`src/rtl/core/assert_macros.svh`:
```
// Assertion macros shared by the date arithmetic RTL.
// Define ASSERT_OFF to compile all checks away.
`ifndef ASSERT_MACROS_SVH
`define ASSERT_MACROS_SVH

`ifndef ASSERT_OFF
// property must hold at every clock edge out of reset
`define ASSERT_ALWAYS(lbl, clk, rst, prop, msg) \
  lbl: assert property (@(posedge clk) disable iff (rst) (prop)) else $error(msg);
// post must hold in the cycle after pre
`define ASSERT_NEXT(lbl, clk, rst, pre, post, msg) \
  lbl: assert property (@(posedge clk) disable iff (rst) (pre) |=> (post)) else $error(msg);
`else
`define ASSERT_ALWAYS(lbl, clk, rst, prop, msg)
`define ASSERT_NEXT(lbl, clk, rst, pre, post, msg)
`endif

`endif

```
`src/rtl/core/gda_pkg.sv`:
```
// Types, constants and small tables for the Gregorian date arithmetic core.
// No dependencies.
`default_nettype none

package gda_pkg;

  // pipeline depth, input register to output register
  localparam int NSTG = 11;

  // reciprocals for exact division by constants over the operand ranges used
  localparam logic [15:0] K100 = 16'(((64'd1 << 22) + 64'd99) / 64'd100);
  localparam logic [25:0] KB   = 26'(((64'd1 << 43) + 64'd146096) / 64'd146097);
  localparam logic [18:0] KD   = 19'(((64'd1 << 29) + 64'd1460) / 64'd1461);
  localparam logic [11:0] KM   = 12'(((64'd1 << 19) + 64'd152) / 64'd153);

  // day numbers of -4700-01-01 and 9999-12-31
  localparam logic signed [25:0] JD_LO = 26'sd4421;
  localparam logic signed [25:0] JD_HI = 26'sd5373484;

  localparam logic signed [25:0] DIFF_MAX = 26'sd8388607;
  localparam logic signed [25:0] DIFF_MIN = -26'sd8388608;

  localparam logic [3:0] MON_JAN = 4'd1;
  localparam logic [3:0] MON_FEB = 4'd2;
  localparam logic [3:0] MON_APR = 4'd4;
  localparam logic [3:0] MON_JUN = 4'd6;
  localparam logic [3:0] MON_SEP = 4'd9;
  localparam logic [3:0] MON_NOV = 4'd11;
  localparam logic [3:0] MON_DEC = 4'd12;

  typedef struct packed {
    logic [14:0]        ay;    // |y| where y = year + 4800 - a
    logic               neg;   // y < 0
    logic signed [16:0] base;  // day + (153m+2)/5 - 32045
  } prep_t;

  typedef struct packed {
    logic signed [23:0] diff;
    logic               oor;
    logic               valid;
    logic               equal;
  } tail_t;

  // (153*m + 2) / 5
  function automatic logic [8:0] mday_ofs(input logic [3:0] m);
    logic [8:0] r;
    case (m)
      4'd0:    r = 9'd0;
      4'd1:    r = 9'd31;
      4'd2:    r = 9'd61;
      4'd3:    r = 9'd92;
      4'd4:    r = 9'd122;
      4'd5:    r = 9'd153;
      4'd6:    r = 9'd184;
      4'd7:    r = 9'd214;
      4'd8:    r = 9'd245;
      4'd9:    r = 9'd275;
      4'd10:   r = 9'd306;
      4'd11:   r = 9'd337;
      4'd12:   r = 9'd367;
      4'd13:   r = 9'd398;
      4'd14:   r = 9'd428;
      default: r = 9'd459;
    endcase
    return r;
  endfunction

  function automatic logic [4:0] month_len(input logic [3:0] m, input logic leap);
    logic [4:0] r;
    case (m) inside
      MON_FEB:                           r = leap ? 5'd29 : 5'd28;
      MON_APR, MON_JUN, MON_SEP, MON_NOV: r = 5'd30;
      default:                           r = 5'd31;
    endcase
    return r;
  endfunction

  // shifted-March month index, magnitude of y and constant part of the day number
  function automatic prep_t jdn_prep(input logic signed [14:0] yr, input logic [3:0] mo,
                                     input logic [4:0] dy);
    logic               a;
    logic [3:0]         m;
    logic signed [15:0] y;
    logic signed [15:0] ya;
    prep_t              p;
    a      = (mo <= MON_FEB);
    m      = a ? mo + 4'd9 : mo - 4'd3;
    y      = 16'(yr) + 16'sd4800 - $signed({15'd0, a});
    ya     = y[15] ? -y : y;
    p.ay   = ya[14:0];
    p.neg  = y[15];
    p.base = $signed({12'd0, dy}) + $signed({8'd0, mday_ofs(m)}) - 17'sd32045;
    return p;
  endfunction

endpackage

`default_nettype wire

```
`src/rtl/core/gregorian_date_arithmetic_core.sv`:
```
// Gregorian date arithmetic: day number, offset shift, difference and checks.
// Takes one item per cycle unless the output stalls with every stage full.
// Depth is set by the chain of reciprocal divides in the day-number-to-date path.
// Stages with no item collapse, so the input keeps taking items while a result waits, until every stage is full.
// Synchronous reset clears the stage valid bits only; payload registers are not reset.
`default_nettype none
`include "assert_macros.svh"

module gregorian_date_arithmetic_core (
  input  logic               clk,
  input  logic               rst,
  input  logic               in_valid,
  output logic               in_stall,
  input  logic signed [14:0] year,
  input  logic        [3:0]  month,
  input  logic        [4:0]  day,
  input  logic signed [22:0] offset_days,
  input  logic signed [14:0] other_year,
  input  logic        [3:0]  other_month,
  input  logic        [4:0]  other_day,
  output logic               out_valid,
  input  logic               out_stall,
  output logic signed [14:0] shifted_year,
  output logic        [3:0]  shifted_month,
  output logic        [4:0]  shifted_day,
  output logic               shift_out_of_range,
  output logic signed [23:0] day_difference,
  output logic               date_valid,
  output logic               dates_equal
);
  import gda_pkg::*;

  logic [NSTG-1:0] vld;
  logic [NSTG-1:0] vld_next;
  logic [NSTG-1:0] adv;

  // a stage moves when the output drains or it or any later stage is empty
  always_comb begin
    for (int k = 0; k < NSTG; k++) begin
      adv[k] = !out_stall || (|(~vld >> k));
    end
    vld_next[0] = adv[0] ? in_valid : vld[0];
    for (int k = 1; k < NSTG; k++) begin
      vld_next[k] = adv[k] ? vld[k-1] : vld[k];
    end
  end

  always_ff @(posedge clk) begin
    if (rst) begin
      vld <= '0;
    end else begin
      vld <= vld_next;
    end
  end

  assign in_stall  = !adv[0];
  assign out_valid = vld[NSTG-1];

  // stage 0: month remap, |y|, |year|, constant day-number part, date equality
  prep_t              p1, p2;
  logic signed [15:0] ys;
  logic [14:0]        n1;

  always_comb begin
    p1 = jdn_prep(year, month, day);
    p2 = jdn_prep(other_year, other_month, other_day);
    ys = 16'(year);
    n1 = ys[15] ? 15'(-ys) : ys[14:0];
  end

  prep_t              s0_p1, s0_p2;
  logic [14:0]        s0_n1;
  logic [3:0]         s0_m1;
  logic [4:0]         s0_d1;
  logic               s0_equal;
  logic signed [22:0] s0_off;

  always_ff @(posedge clk) begin
    if (adv[0]) begin
      s0_p1    <= p1;
      s0_p2    <= p2;
      s0_n1    <= n1;
      s0_m1    <= month;
      s0_d1    <= day;
      s0_equal <= (year == other_year) && (month == other_month) && (day == other_day);
      s0_off   <= offset_days;
    end
  end

  // stage 1: /100 by reciprocal, 365*|y|
  logic [30:0] pq1, pq2, pqn;

  always_comb begin
    pq1 = 31'(s0_p1.ay) * 31'(K100);
    pq2 = 31'(s0_p2.ay) * 31'(K100);
    pqn = 31'(s0_n1) * 31'(K100);
  end

  prep_t              s1_p1, s1_p2;
  logic [8:0]         s1_q1, s1_q2, s1_qn;
  logic [23:0]        s1_y365_1, s1_y365_2;
  logic [14:0]        s1_n1;
  logic [3:0]         s1_m1;
  logic [4:0]         s1_d1;
  logic               s1_equal;
  logic signed [22:0] s1_off;

  always_ff @(posedge clk) begin
    if (adv[1]) begin
      s1_p1     <= s0_p1;
      s1_p2     <= s0_p2;
      s1_q1     <= pq1[30:22];
      s1_q2     <= pq2[30:22];
      s1_qn     <= pqn[30:22];
      s1_y365_1 <= 24'(s0_p1.ay) * 24'd365;
      s1_y365_2 <= 24'(s0_p2.ay) * 24'd365;
      s1_n1     <= s0_n1;
      s1_m1     <= s0_m1;
      s1_d1     <= s0_d1;
      s1_equal  <= s0_equal;
      s1_off    <= s0_off;
    end
  end

  // stage 2: |365y + y/4 - y/100 + y/400|, leap year and date check
  logic [23:0] mag1, mag2;
  logic [14:0] p100;
  logic        div100, div400, leap;
  logic        valid1;

  always_comb begin
    mag1   = s1_y365_1 + 24'(s1_p1.ay >> 2) - 24'(s1_q1) + 24'(s1_q1 >> 2);
    mag2   = s1_y365_2 + 24'(s1_p2.ay >> 2) - 24'(s1_q2) + 24'(s1_q2 >> 2);
    p100   = 15'(s1_qn) * 15'd100;
    div100 = (s1_n1 == p100);
    div400 = div100 && (s1_qn[1:0] == 2'd0);
    leap   = div400 || ((s1_n1[1:0] == 2'd0) && !div100);
    valid1 = (s1_m1 >= MON_JAN) && (s1_m1 <= MON_DEC) && (s1_d1 != 5'd0) &&
             (s1_d1 <= month_len(s1_m1, leap));
  end

  logic [23:0]        s2_mag1, s2_mag2;
  logic               s2_neg1, s2_neg2;
  logic signed [16:0] s2_base1, s2_base2;
  logic               s2_valid, s2_equal;
  logic signed [22:0] s2_off;

  always_ff @(posedge clk) begin
    if (adv[2]) begin
      s2_mag1  <= mag1;
      s2_mag2  <= mag2;
      s2_neg1  <= s1_p1.neg;
      s2_neg2  <= s1_p2.neg;
      s2_base1 <= s1_p1.base;
      s2_base2 <= s1_p2.base;
      s2_valid <= valid1;
      s2_equal <= s1_equal;
      s2_off   <= s1_off;
    end
  end

  // stage 3: signed day numbers
  logic signed [24:0] ext1, ext2, mg1, mg2, jd1, jd2;

  always_comb begin
    ext1 = 25'(s2_base1);
    ext2 = 25'(s2_base2);
    mg1  = $signed({1'b0, s2_mag1});
    mg2  = $signed({1'b0, s2_mag2});
    jd1  = s2_neg1 ? ext1 - mg1 : ext1 + mg1;
    jd2  = s2_neg2 ? ext2 - mg2 : ext2 + mg2;
  end

  logic signed [24:0] s3_jd1, s3_jd2;
  logic               s3_valid, s3_equal;
  logic signed [22:0] s3_off;

  always_ff @(posedge clk) begin
    if (adv[3]) begin
      s3_jd1   <= jd1;
      s3_jd2   <= jd2;
      s3_valid <= s2_valid;
      s3_equal <= s2_equal;
      s3_off   <= s2_off;
    end
  end

  // stage 4: difference with saturation, shifted day number and range check
  logic signed [25:0] diff26, js, ja;
  tail_t              tail4;

  always_comb begin
    diff26 = 26'(s3_jd1) - 26'(s3_jd2);
    js     = 26'(s3_jd1) + 26'(s3_off);
    ja     = js + 26'sd32044;
    if (diff26 > DIFF_MAX) begin
      tail4.diff = DIFF_MAX[23:0];
    end else if (diff26 < DIFF_MIN) begin
      tail4.diff = DIFF_MIN[23:0];
    end else begin
      tail4.diff = diff26[23:0];
    end
    tail4.oor   = (js < JD_LO) || (js > JD_HI);
    tail4.valid = s3_valid;
    tail4.equal = s3_equal;
  end

  logic [22:0] s4_a;
  tail_t       s4_tail;

  always_ff @(posedge clk) begin
    if (adv[4]) begin
      s4_a    <= ja[22:0];
      s4_tail <= tail4;
    end
  end

  // stage 5: b = (4a+3) / 146097
  logic [50:0] pb;

  always_comb begin
    pb = 51'({s4_a, 2'b11}) * 51'(KB);
  end

  logic [7:0]  s5_b;
  logic [22:0] s5_a;
  tail_t       s5_tail;

  always_ff @(posedge clk) begin
    if (adv[5]) begin
      s5_b    <= pb[50:43];
      s5_a    <= s4_a;
      s5_tail <= s4_tail;
    end
  end

  // stage 6: c = a - 146097*b/4
  logic [24:0] tb;
  logic [22:0] cdiff;

  always_comb begin
    tb    = 25'(s5_b) * 25'd146097;
    cdiff = s5_a - tb[24:2];
  end

  logic [15:0] s6_c;
  logic [7:0]  s6_b;
  tail_t       s6_tail;

  always_ff @(posedge clk) begin
    if (adv[6]) begin
      s6_c    <= cdiff[15:0];
      s6_b    <= s5_b;
      s6_tail <= s5_tail;
    end
  end

  // stage 7: d = (4c+3) / 1461
  logic [36:0] pd;

  always_comb begin
    pd = 37'({s6_c, 2'b11}) * 37'(KD);
  end

  logic [6:0]  s7_d;
  logic [15:0] s7_c;
  logic [7:0]  s7_b;
  tail_t       s7_tail;

  always_ff @(posedge clk) begin
    if (adv[7]) begin
      s7_d    <= pd[35:29];
      s7_c    <= s6_c;
      s7_b    <= s6_b;
      s7_tail <= s6_tail;
    end
  end

  // stage 8: e = c - 1461*d/4
  logic [17:0] td;
  logic [15:0] ediff;

  always_comb begin
    td    = 18'(s7_d) * 18'd1461;
    ediff = s7_c - td[17:2];
  end

  logic [8:0] s8_e;
  logic [6:0] s8_d;
  logic [7:0] s8_b;
  tail_t      s8_tail;

  always_ff @(posedge clk) begin
    if (adv[8]) begin
      s8_e    <= ediff[8:0];
      s8_d    <= s7_d;
      s8_b    <= s7_b;
      s8_tail <= s7_tail;
    end
  end

  // stage 9: m = (5e+2) / 153
  logic [10:0] xm;
  logic [22:0] pm;

  always_comb begin
    xm = 11'(s8_e) * 11'd5 + 11'd2;
    pm = 23'(xm) * 23'(KM);
  end

  logic [3:0] s9_m;
  logic [8:0] s9_e;
  logic [6:0] s9_d;
  logic [7:0] s9_b;
  tail_t      s9_tail;

  always_ff @(posedge clk) begin
    if (adv[9]) begin
      s9_m    <= pm[22:19];
      s9_e    <= s8_e;
      s9_d    <= s8_d;
      s9_b    <= s8_b;
      s9_tail <= s8_tail;
    end
  end

  // stage 10: assemble year, month, day; zero when out of range
  logic        hi;
  logic [15:0] yr16;
  logic [3:0]  mo4;
  logic [8:0]  dy9;

  always_comb begin
    hi   = (s9_m >= 4'd10);
    yr16 = 16'(s9_b) * 16'd100 + 16'(s9_d) + 16'(hi) - 16'd4800;
    mo4  = hi ? s9_m - 4'd9 : s9_m + 4'd3;
    dy9  = s9_e - mday_ofs(s9_m) + 9'd1;
  end

  always_ff @(posedge clk) begin
    if (adv[10]) begin
      shifted_year       <= s9_tail.oor ? 15'sd0 : $signed(yr16[14:0]);
      shifted_month      <= s9_tail.oor ? 4'd0 : mo4;
      shifted_day        <= s9_tail.oor ? 5'd0 : dy9[4:0];
      shift_out_of_range <= s9_tail.oor;
      day_difference     <= s9_tail.diff;
      date_valid         <= s9_tail.valid;
      dates_equal        <= s9_tail.equal;
    end
  end

  `ASSERT_ALWAYS(a_oor_zero, clk, rst, out_valid && shift_out_of_range |-> shifted_year == 15'sd0 && shifted_month == 4'd0 && shifted_day == 5'd0, "out of range item has nonzero date")
  `ASSERT_ALWAYS(a_shift_legal, clk, rst, out_valid && !shift_out_of_range |-> shifted_month >= MON_JAN && shifted_month <= MON_DEC && shifted_day != 5'd0, "shifted date not a calendar date")
  `ASSERT_ALWAYS(a_equal_diff, clk, rst, out_valid && dates_equal |-> day_difference == 24'sd0, "equal dates with nonzero difference")
  `ASSERT_ALWAYS(a_stall_cause, clk, rst, in_stall |-> out_valid && out_stall, "input stalled without output backpressure")
  `ASSERT_NEXT(a_bubble, clk, rst, out_valid && !out_stall && !vld[NSTG-2], !out_valid, "item repeated at output")

endmodule

`default_nettype wire

```
`config.mk`:
```
export PLATFORM = sky130hd
export DESIGN_NAME = gregorian_date_arithmetic_core
export DESIGN_NICKNAME = d
export VERILOG_FILES = /design/src/rtl/core/gda_pkg.sv /design/src/rtl/core/gregorian_date_arithmetic_core.sv
export VERILOG_INCLUDE_DIRS = /design/src /design/src/rtl/core
export SDC_FILE = /design/constraint.sdc
export NUM_CORES = 2
export LEC_CHECK = 0
export BUFFER_PORTS_ARGS = -buffer_cell sky130_fd_sc_hd__buf_2
export CAP_MARGIN = 20
export CORE_UTILIZATION = 64
export CTS_CLUSTER_DIAMETER = 50
export DETAILED_ROUTE_END_ITERATION = 10
export PLACE_DENSITY = 0.8
export SLEW_MARGIN = 25
export SYNTH_ARGS = -nofsm -noshare
export SYNTH_HDL_FRONTEND = slang
export SYNTH_SLANG_ARGS = --single-unit
```
`constraint.sdc`:
```
create_clock -name clk -period 21.6 [get_ports clk]
set_input_delay 4.32 -clock clk [delete_from_list [all_inputs] [get_ports clk]]
set_output_delay 4.32 -clock clk [all_outputs]
set_load 0.05 [all_outputs]
```
; Word-level counts from Yosys, hierarchy flattened
; Memories as Yosys holds them, arrays and structs flattened. A register that Yosys moved wholly into a read port is not among the register bits.
; Cells that the tools add are included.
[classes]
add_sub_neg = 38
mul = 13
div_mod_pow = 0
n_lt_le_gt_ge = 10
eq_ne = 9
shifts = 0
mux = 13
n_bitwise = 1
reduce_logical = 37
[ops]
columns = operator, n
row1 = "15-bit by 13-bit multiplier with 28-bit output, second input constant", 3
row2 = "26-bit by 24-bit > comparator with 1-bit output, second input constant", 2
row3 = 17-bit by 25-bit adder with 25-bit output, 2
row4 = 25-bit 2-to-1 mux, 2
row5 = 17-bit by 25-bit subtractor with 25-bit output, 2
row6 = "25-bit by 24-bit multiplier with 49-bit output, second input constant", 1
row7 = 24-bit by 13-bit adder with 24-bit output, 2
row8 = 24-bit by 7-bit adder with 24-bit output, 2
row9 = "15-bit by 9-bit multiplier with 24-bit output, second input constant", 2
row10 = 24-bit by 9-bit subtractor with 24-bit output, 2
row11 = 15-bit negation, 3
row12 = "18-bit by 19-bit multiplier with 36-bit output, second input constant", 1
row13 = "15-bit by 14-bit adder with 16-bit output, second input constant", 2
row14 = "10-bit by 15-bit subtractor with 16-bit output, second input constant", 2
row15 = 16-bit by 2-bit subtractor with 16-bit output, 2
row16 = 15-bit equality test, 2
row17 = 15-bit 2-to-1 mux, 2
row18 = 25-bit by 23-bit adder with 26-bit output, 1
row19 = "26-bit by 14-bit < comparator with 1-bit output, second input constant", 1
row20 = "26-bit by 24-bit < comparator with 1-bit output, second input constant", 1
row21 = 25-bit by 25-bit subtractor with 26-bit output, 1
row22 = 24-bit 2-to-1 mux, 1
row23 = "23-bit by 16-bit adder with 23-bit output, second input constant", 1
row24 = "11-bit by 12-bit multiplier with 23-bit output, second input constant", 1
row25 = 48 further kinds, 80
[word_totals]
register_bits = 854
latchBits = 0
mem_bits_rw = 0
rom_bits = 432
inputBits = 75
output_inout_bits = 53
wordCells = 223
n_memories = 3
[memory_table]
columns = name, words, width, rd, rd_ports_with_merged_regs, write_ports, line
row1 = (name not given), 16, 9, 1, 1, 0, gda_pkg.sv:47  ; case (m)
row2 = (name not given), 16, 9, 1, 0, 0, gda_pkg.sv:47
row3 = (name not given), 16, 9, 1, 0, 0, gda_pkg.sv:47

; Depth between registers and ports, before layout
[depth]
word_depth = 9
mapped_depth = 38
depth_no_buf = 38

; Worst setup path before layout
; No wires, ideal clock.
[synth_path]
kind = input port to output port
start = input out_stall
end = output in_stall
t_arrival_ns = 11.252
t_required_ns = 17.280
path_slack_ns = 6.028
stages = 8
n_path_buf = 1
path_cell_list = and3_1 -> clkbuf_1 -> and3_1 -> and3_1 -> nand2_1 -> nor2_1 -> nand4_1 -> inv_1
[synth_between]
elab_chain_cells = 3
[synth_rtl]
columns = item, line
row1 = start: declaration, gregorian_date_arithmetic_core.sv:22  ; input logic out_stall,
row2 = 1-bit logical NOT, gregorian_date_arithmetic_core.sv:40  ; adv[k] = !out_stall || (|(~vld >> k));
row3 = 1-bit logical OR, gregorian_date_arithmetic_core.sv:40
row4 = 1-bit logical NOT, gregorian_date_arithmetic_core.sv:56  ; assign in_stall = !adv[0];
row5 = end: declaration, gregorian_date_arithmetic_core.sv:13  ; output logic in_stall,
; No other way between the ends.

; Final worst setup path
; Ends and elaborated chain as after synthesis.

==> metrics.cfg <==
[synth]
synth_seq_cells=819
syn_area_per_cell_um2=11.5
yosysUniqueCellTypes=91
syn_inst=6377
synth_nets=8416
synthesis.area_mm2=0.0736
async_reset_ff_frac=0
ys.flop_type=edfxtp_1
synth_edf_count=803
ys_seq_area_frac=0.332
yosys_warnings=0

[sta]
slew-limit-headroom=0.327
post-route-period-util=0.545
fin_setup_tns_ns=0
hold_viol_final=0
tightest_slew_ns=1.01
finalMaxSlewViolations=0
skew_ns=0.0397
setup_viol=0
rsz0062_at_grt=no
fmax_ghz=0.0850
period_needed_ns=11.77

[min_path]
hold_depth=0
hp-start=s0_off[0]$_DFFE_PN_
hold_class=reg2reg
worstHoldEndpoint=s1_off[0]$_DFFE_PP_

[global_routing]
grt_max_degree=80
gr-usage-all-layers=0.263
grt_overflow=0
grt_pass1_vias=48400
grt_antenna_before_repair=2
grt_pass1_wl_um=243000

[placed_design]
hpwlAfterDp_um=120000
port-buffer-count=127
gp_congestion=0.968

[cts]
postCtsSetupBuffers=0
cts_tree=built
ctsHoldBuffers=0
clk_path_buf_depth=3
clk_pin_slew_ns=0.05
root_buffer=clkbuf_16
clock_sinks=819
ctsResizeCount=0
htreeDepth=3
numCtsBuffers=93
clk_latency_ns=0.66

[die]
pin_count=128
die_w_um=341
start_util=0.645
die_h_um=341
dieArea_mm2=0.116
core_area_mm2=0.114
rows=124

[detailed_routing]
post_drt_wl_per_cell_um=18.0
wl_um=147000
dr_total_vias=45200
firstDrtPassIters=5
remaining_drc_errors=0
routed_via_density=5.53
first_iter_violations=2432
ant_nets=0

[run]
maxCapViolCount=0

[critical_path]
critPathMaxFanout=52
required_ns=17.28
cp.arrival_ns=7.45
worst-r2r-cell-count=30
rrSetupSlack_ns=13.19
worst_setup_path_end_kind=output port
cp-start-kind=primary input
r2r_start=s8_e[1]$_DFFE_PP_
path_class=in2out

[finish]
drive_gt1_frac=0.0508
syn2layout_area_growth_pct=7.47
nets=8619

[status]
outcome=completed

layout make-up:
cell class,instances,area (um^2)
Multi-Input combinational cell,4094,43700
Sequential cell,819,24400
Tap cell,1512,1890
Clock buffer,106,2400
Antenna cell,1,2.50
Clock inverter,61,567
Timing Repair Buffer,138,718
Fill cell,8048,35100
Inverter,1434,5380
how the worst max path moves through the flow:
stage                to  cells past startpoint      start
4_1_cts        in_stall                     10  out_stall
6_report       in_stall                     10  out_stall
2_1_floorplan  in_stall                      8  out_stall
3_3_place_gp   in_stall                     10  out_stall
5_1_grt        in_stall                     10  out_stall
3_5_place_dp   in_stall                     10  out_stall
Yosys cell counts (all sizes together), types with 9 or more instances:
master   instances  area (um^2)
inv           1433         5380
ha            1221        15300
edfxtp         803        24100
fa             743        14900
xnor2          321         2810
nor2           277         1040
a21oi          237         1200
nand2          175          657
o21ai          151          759
xor2           135         1180
a21o           126          946
nor3            91          477
nor2b           62          388
nand3           59          295
o21a            37          278
nand2b          36          225
o21bai          33          251
a211oi          32          245
a31oi           32          206
and3            32          200
nand4           25          156
a21boi          23          176
clkbuf          21         78.8
nor4            21          146
or3             20          125
and2            19          119
dfxtp           16          320
or2             16          100
o211ai          13          103
o31ai           10         80.1
a2111oi          9         86.3
a211o            9         78.8
buf              9         43.8
o41ai            9         97.6
logic make-up (layout without fill, tap and decap cells):
group	after synthesis	count (layout)	synth area share
buffers and inverters	1464	1739	0.0748
adder cells (fa/ha/maj)	1965	1965	0.410
AND/OR/NAND/NOR	869	869	0.0576
other	0	1	0
multiplexers	9	9	0.00127
XOR/XNOR	456	456	0.0543
flip-flops	819	819	0.332
AO/OA/AOI/OAI	795	795	0.0704
sequential cells by signal (all words and copies together) (netlist names), 27 cells and up, named ones only:
register  count
s0_p1        27
s0_p2        27
s1_p1        27
s1_p2        27
s4_tail      27
s5_tail      27
s6_tail      27
s7_tail      27
s8_tail      27
s9_tail      27
routing by layer:
metal  track usage  vias up  wire length, um
li1              -    21700                -
met1         0.317    22100            59100
met2         0.478     1003            76300
met3        0.0284      365             5070
met4         0.113        4             6620
met5             0        -               27
critical path: stages:
cell,delay (ns)
buf_2,0.10
and3_1,0.42
and3_1,0.39
and3_1,0.34
nand2_4,0.40
nor2_1,0.65
nand4_1,0.16
buf_4,0.27
inv_1,0.09
buf_2,0.26
per-stage QoR:
stage | instances | utilization | worst slack [ns] | instance area [um^2] | hold slack [ns]
3_5_place_dp | 7997 | 0.667 | 9.89 | 76100 | 0.405
2_1_floorplan | 6377 | - | 6.03 | 73600 | 0.400
4_1_cts | 8164 | 0.693 | 9.82 | 79100 | 0.410
6_report | 8165 | 0.693 | 9.83 | 79100 | 0.410
5_1_grt | 8164 | 0.693 | 9.55 | 79100 | 0.417
3_3_place_gp | 7997 | 0.667 | 9.67 | 76100 | 0.400
placed cells by master, fill, tap and decap left out, types with 13 or more instances in the layout:
| cell | n |
|---|---|
| nand2b_1 | 36 |
| clkinv_1 | 16 |
| nor3_1 | 88 |
| clkinv_2 | 13 |
| nand2_1 | 170 |
| a21boi_0 | 20 |
| a21o_1 | 126 |
| and3_1 | 32 |
| fa_1 | 743 |
| or3_1 | 20 |
| a21oi_1 | 234 |
| o21a_1 | 37 |
| a211oi_1 | 31 |
| nor4_1 | 20 |
| nor2b_1 | 62 |
| o21bai_1 | 32 |
| xnor2_1 | 321 |
| a31oi_1 | 31 |
| xor2_1 | 135 |
| nand4_1 | 25 |
| dfxtp_1 | 16 |
| edfxtp_1 | 803 |
| inv_1 | 1429 |
| o21ai_0 | 146 |
| nand3_1 | 58 |
| nor2_1 | 277 |
| and2_1 | 19 |
| ha_1 | 1221 |
| buf_2 | 127 |
| clkbuf_16 | 94 |
| or2_2 | 16 |
Power is not shown: default switching activity piles up to over one toggle a cycle in this logic, so the estimate is an artifact.
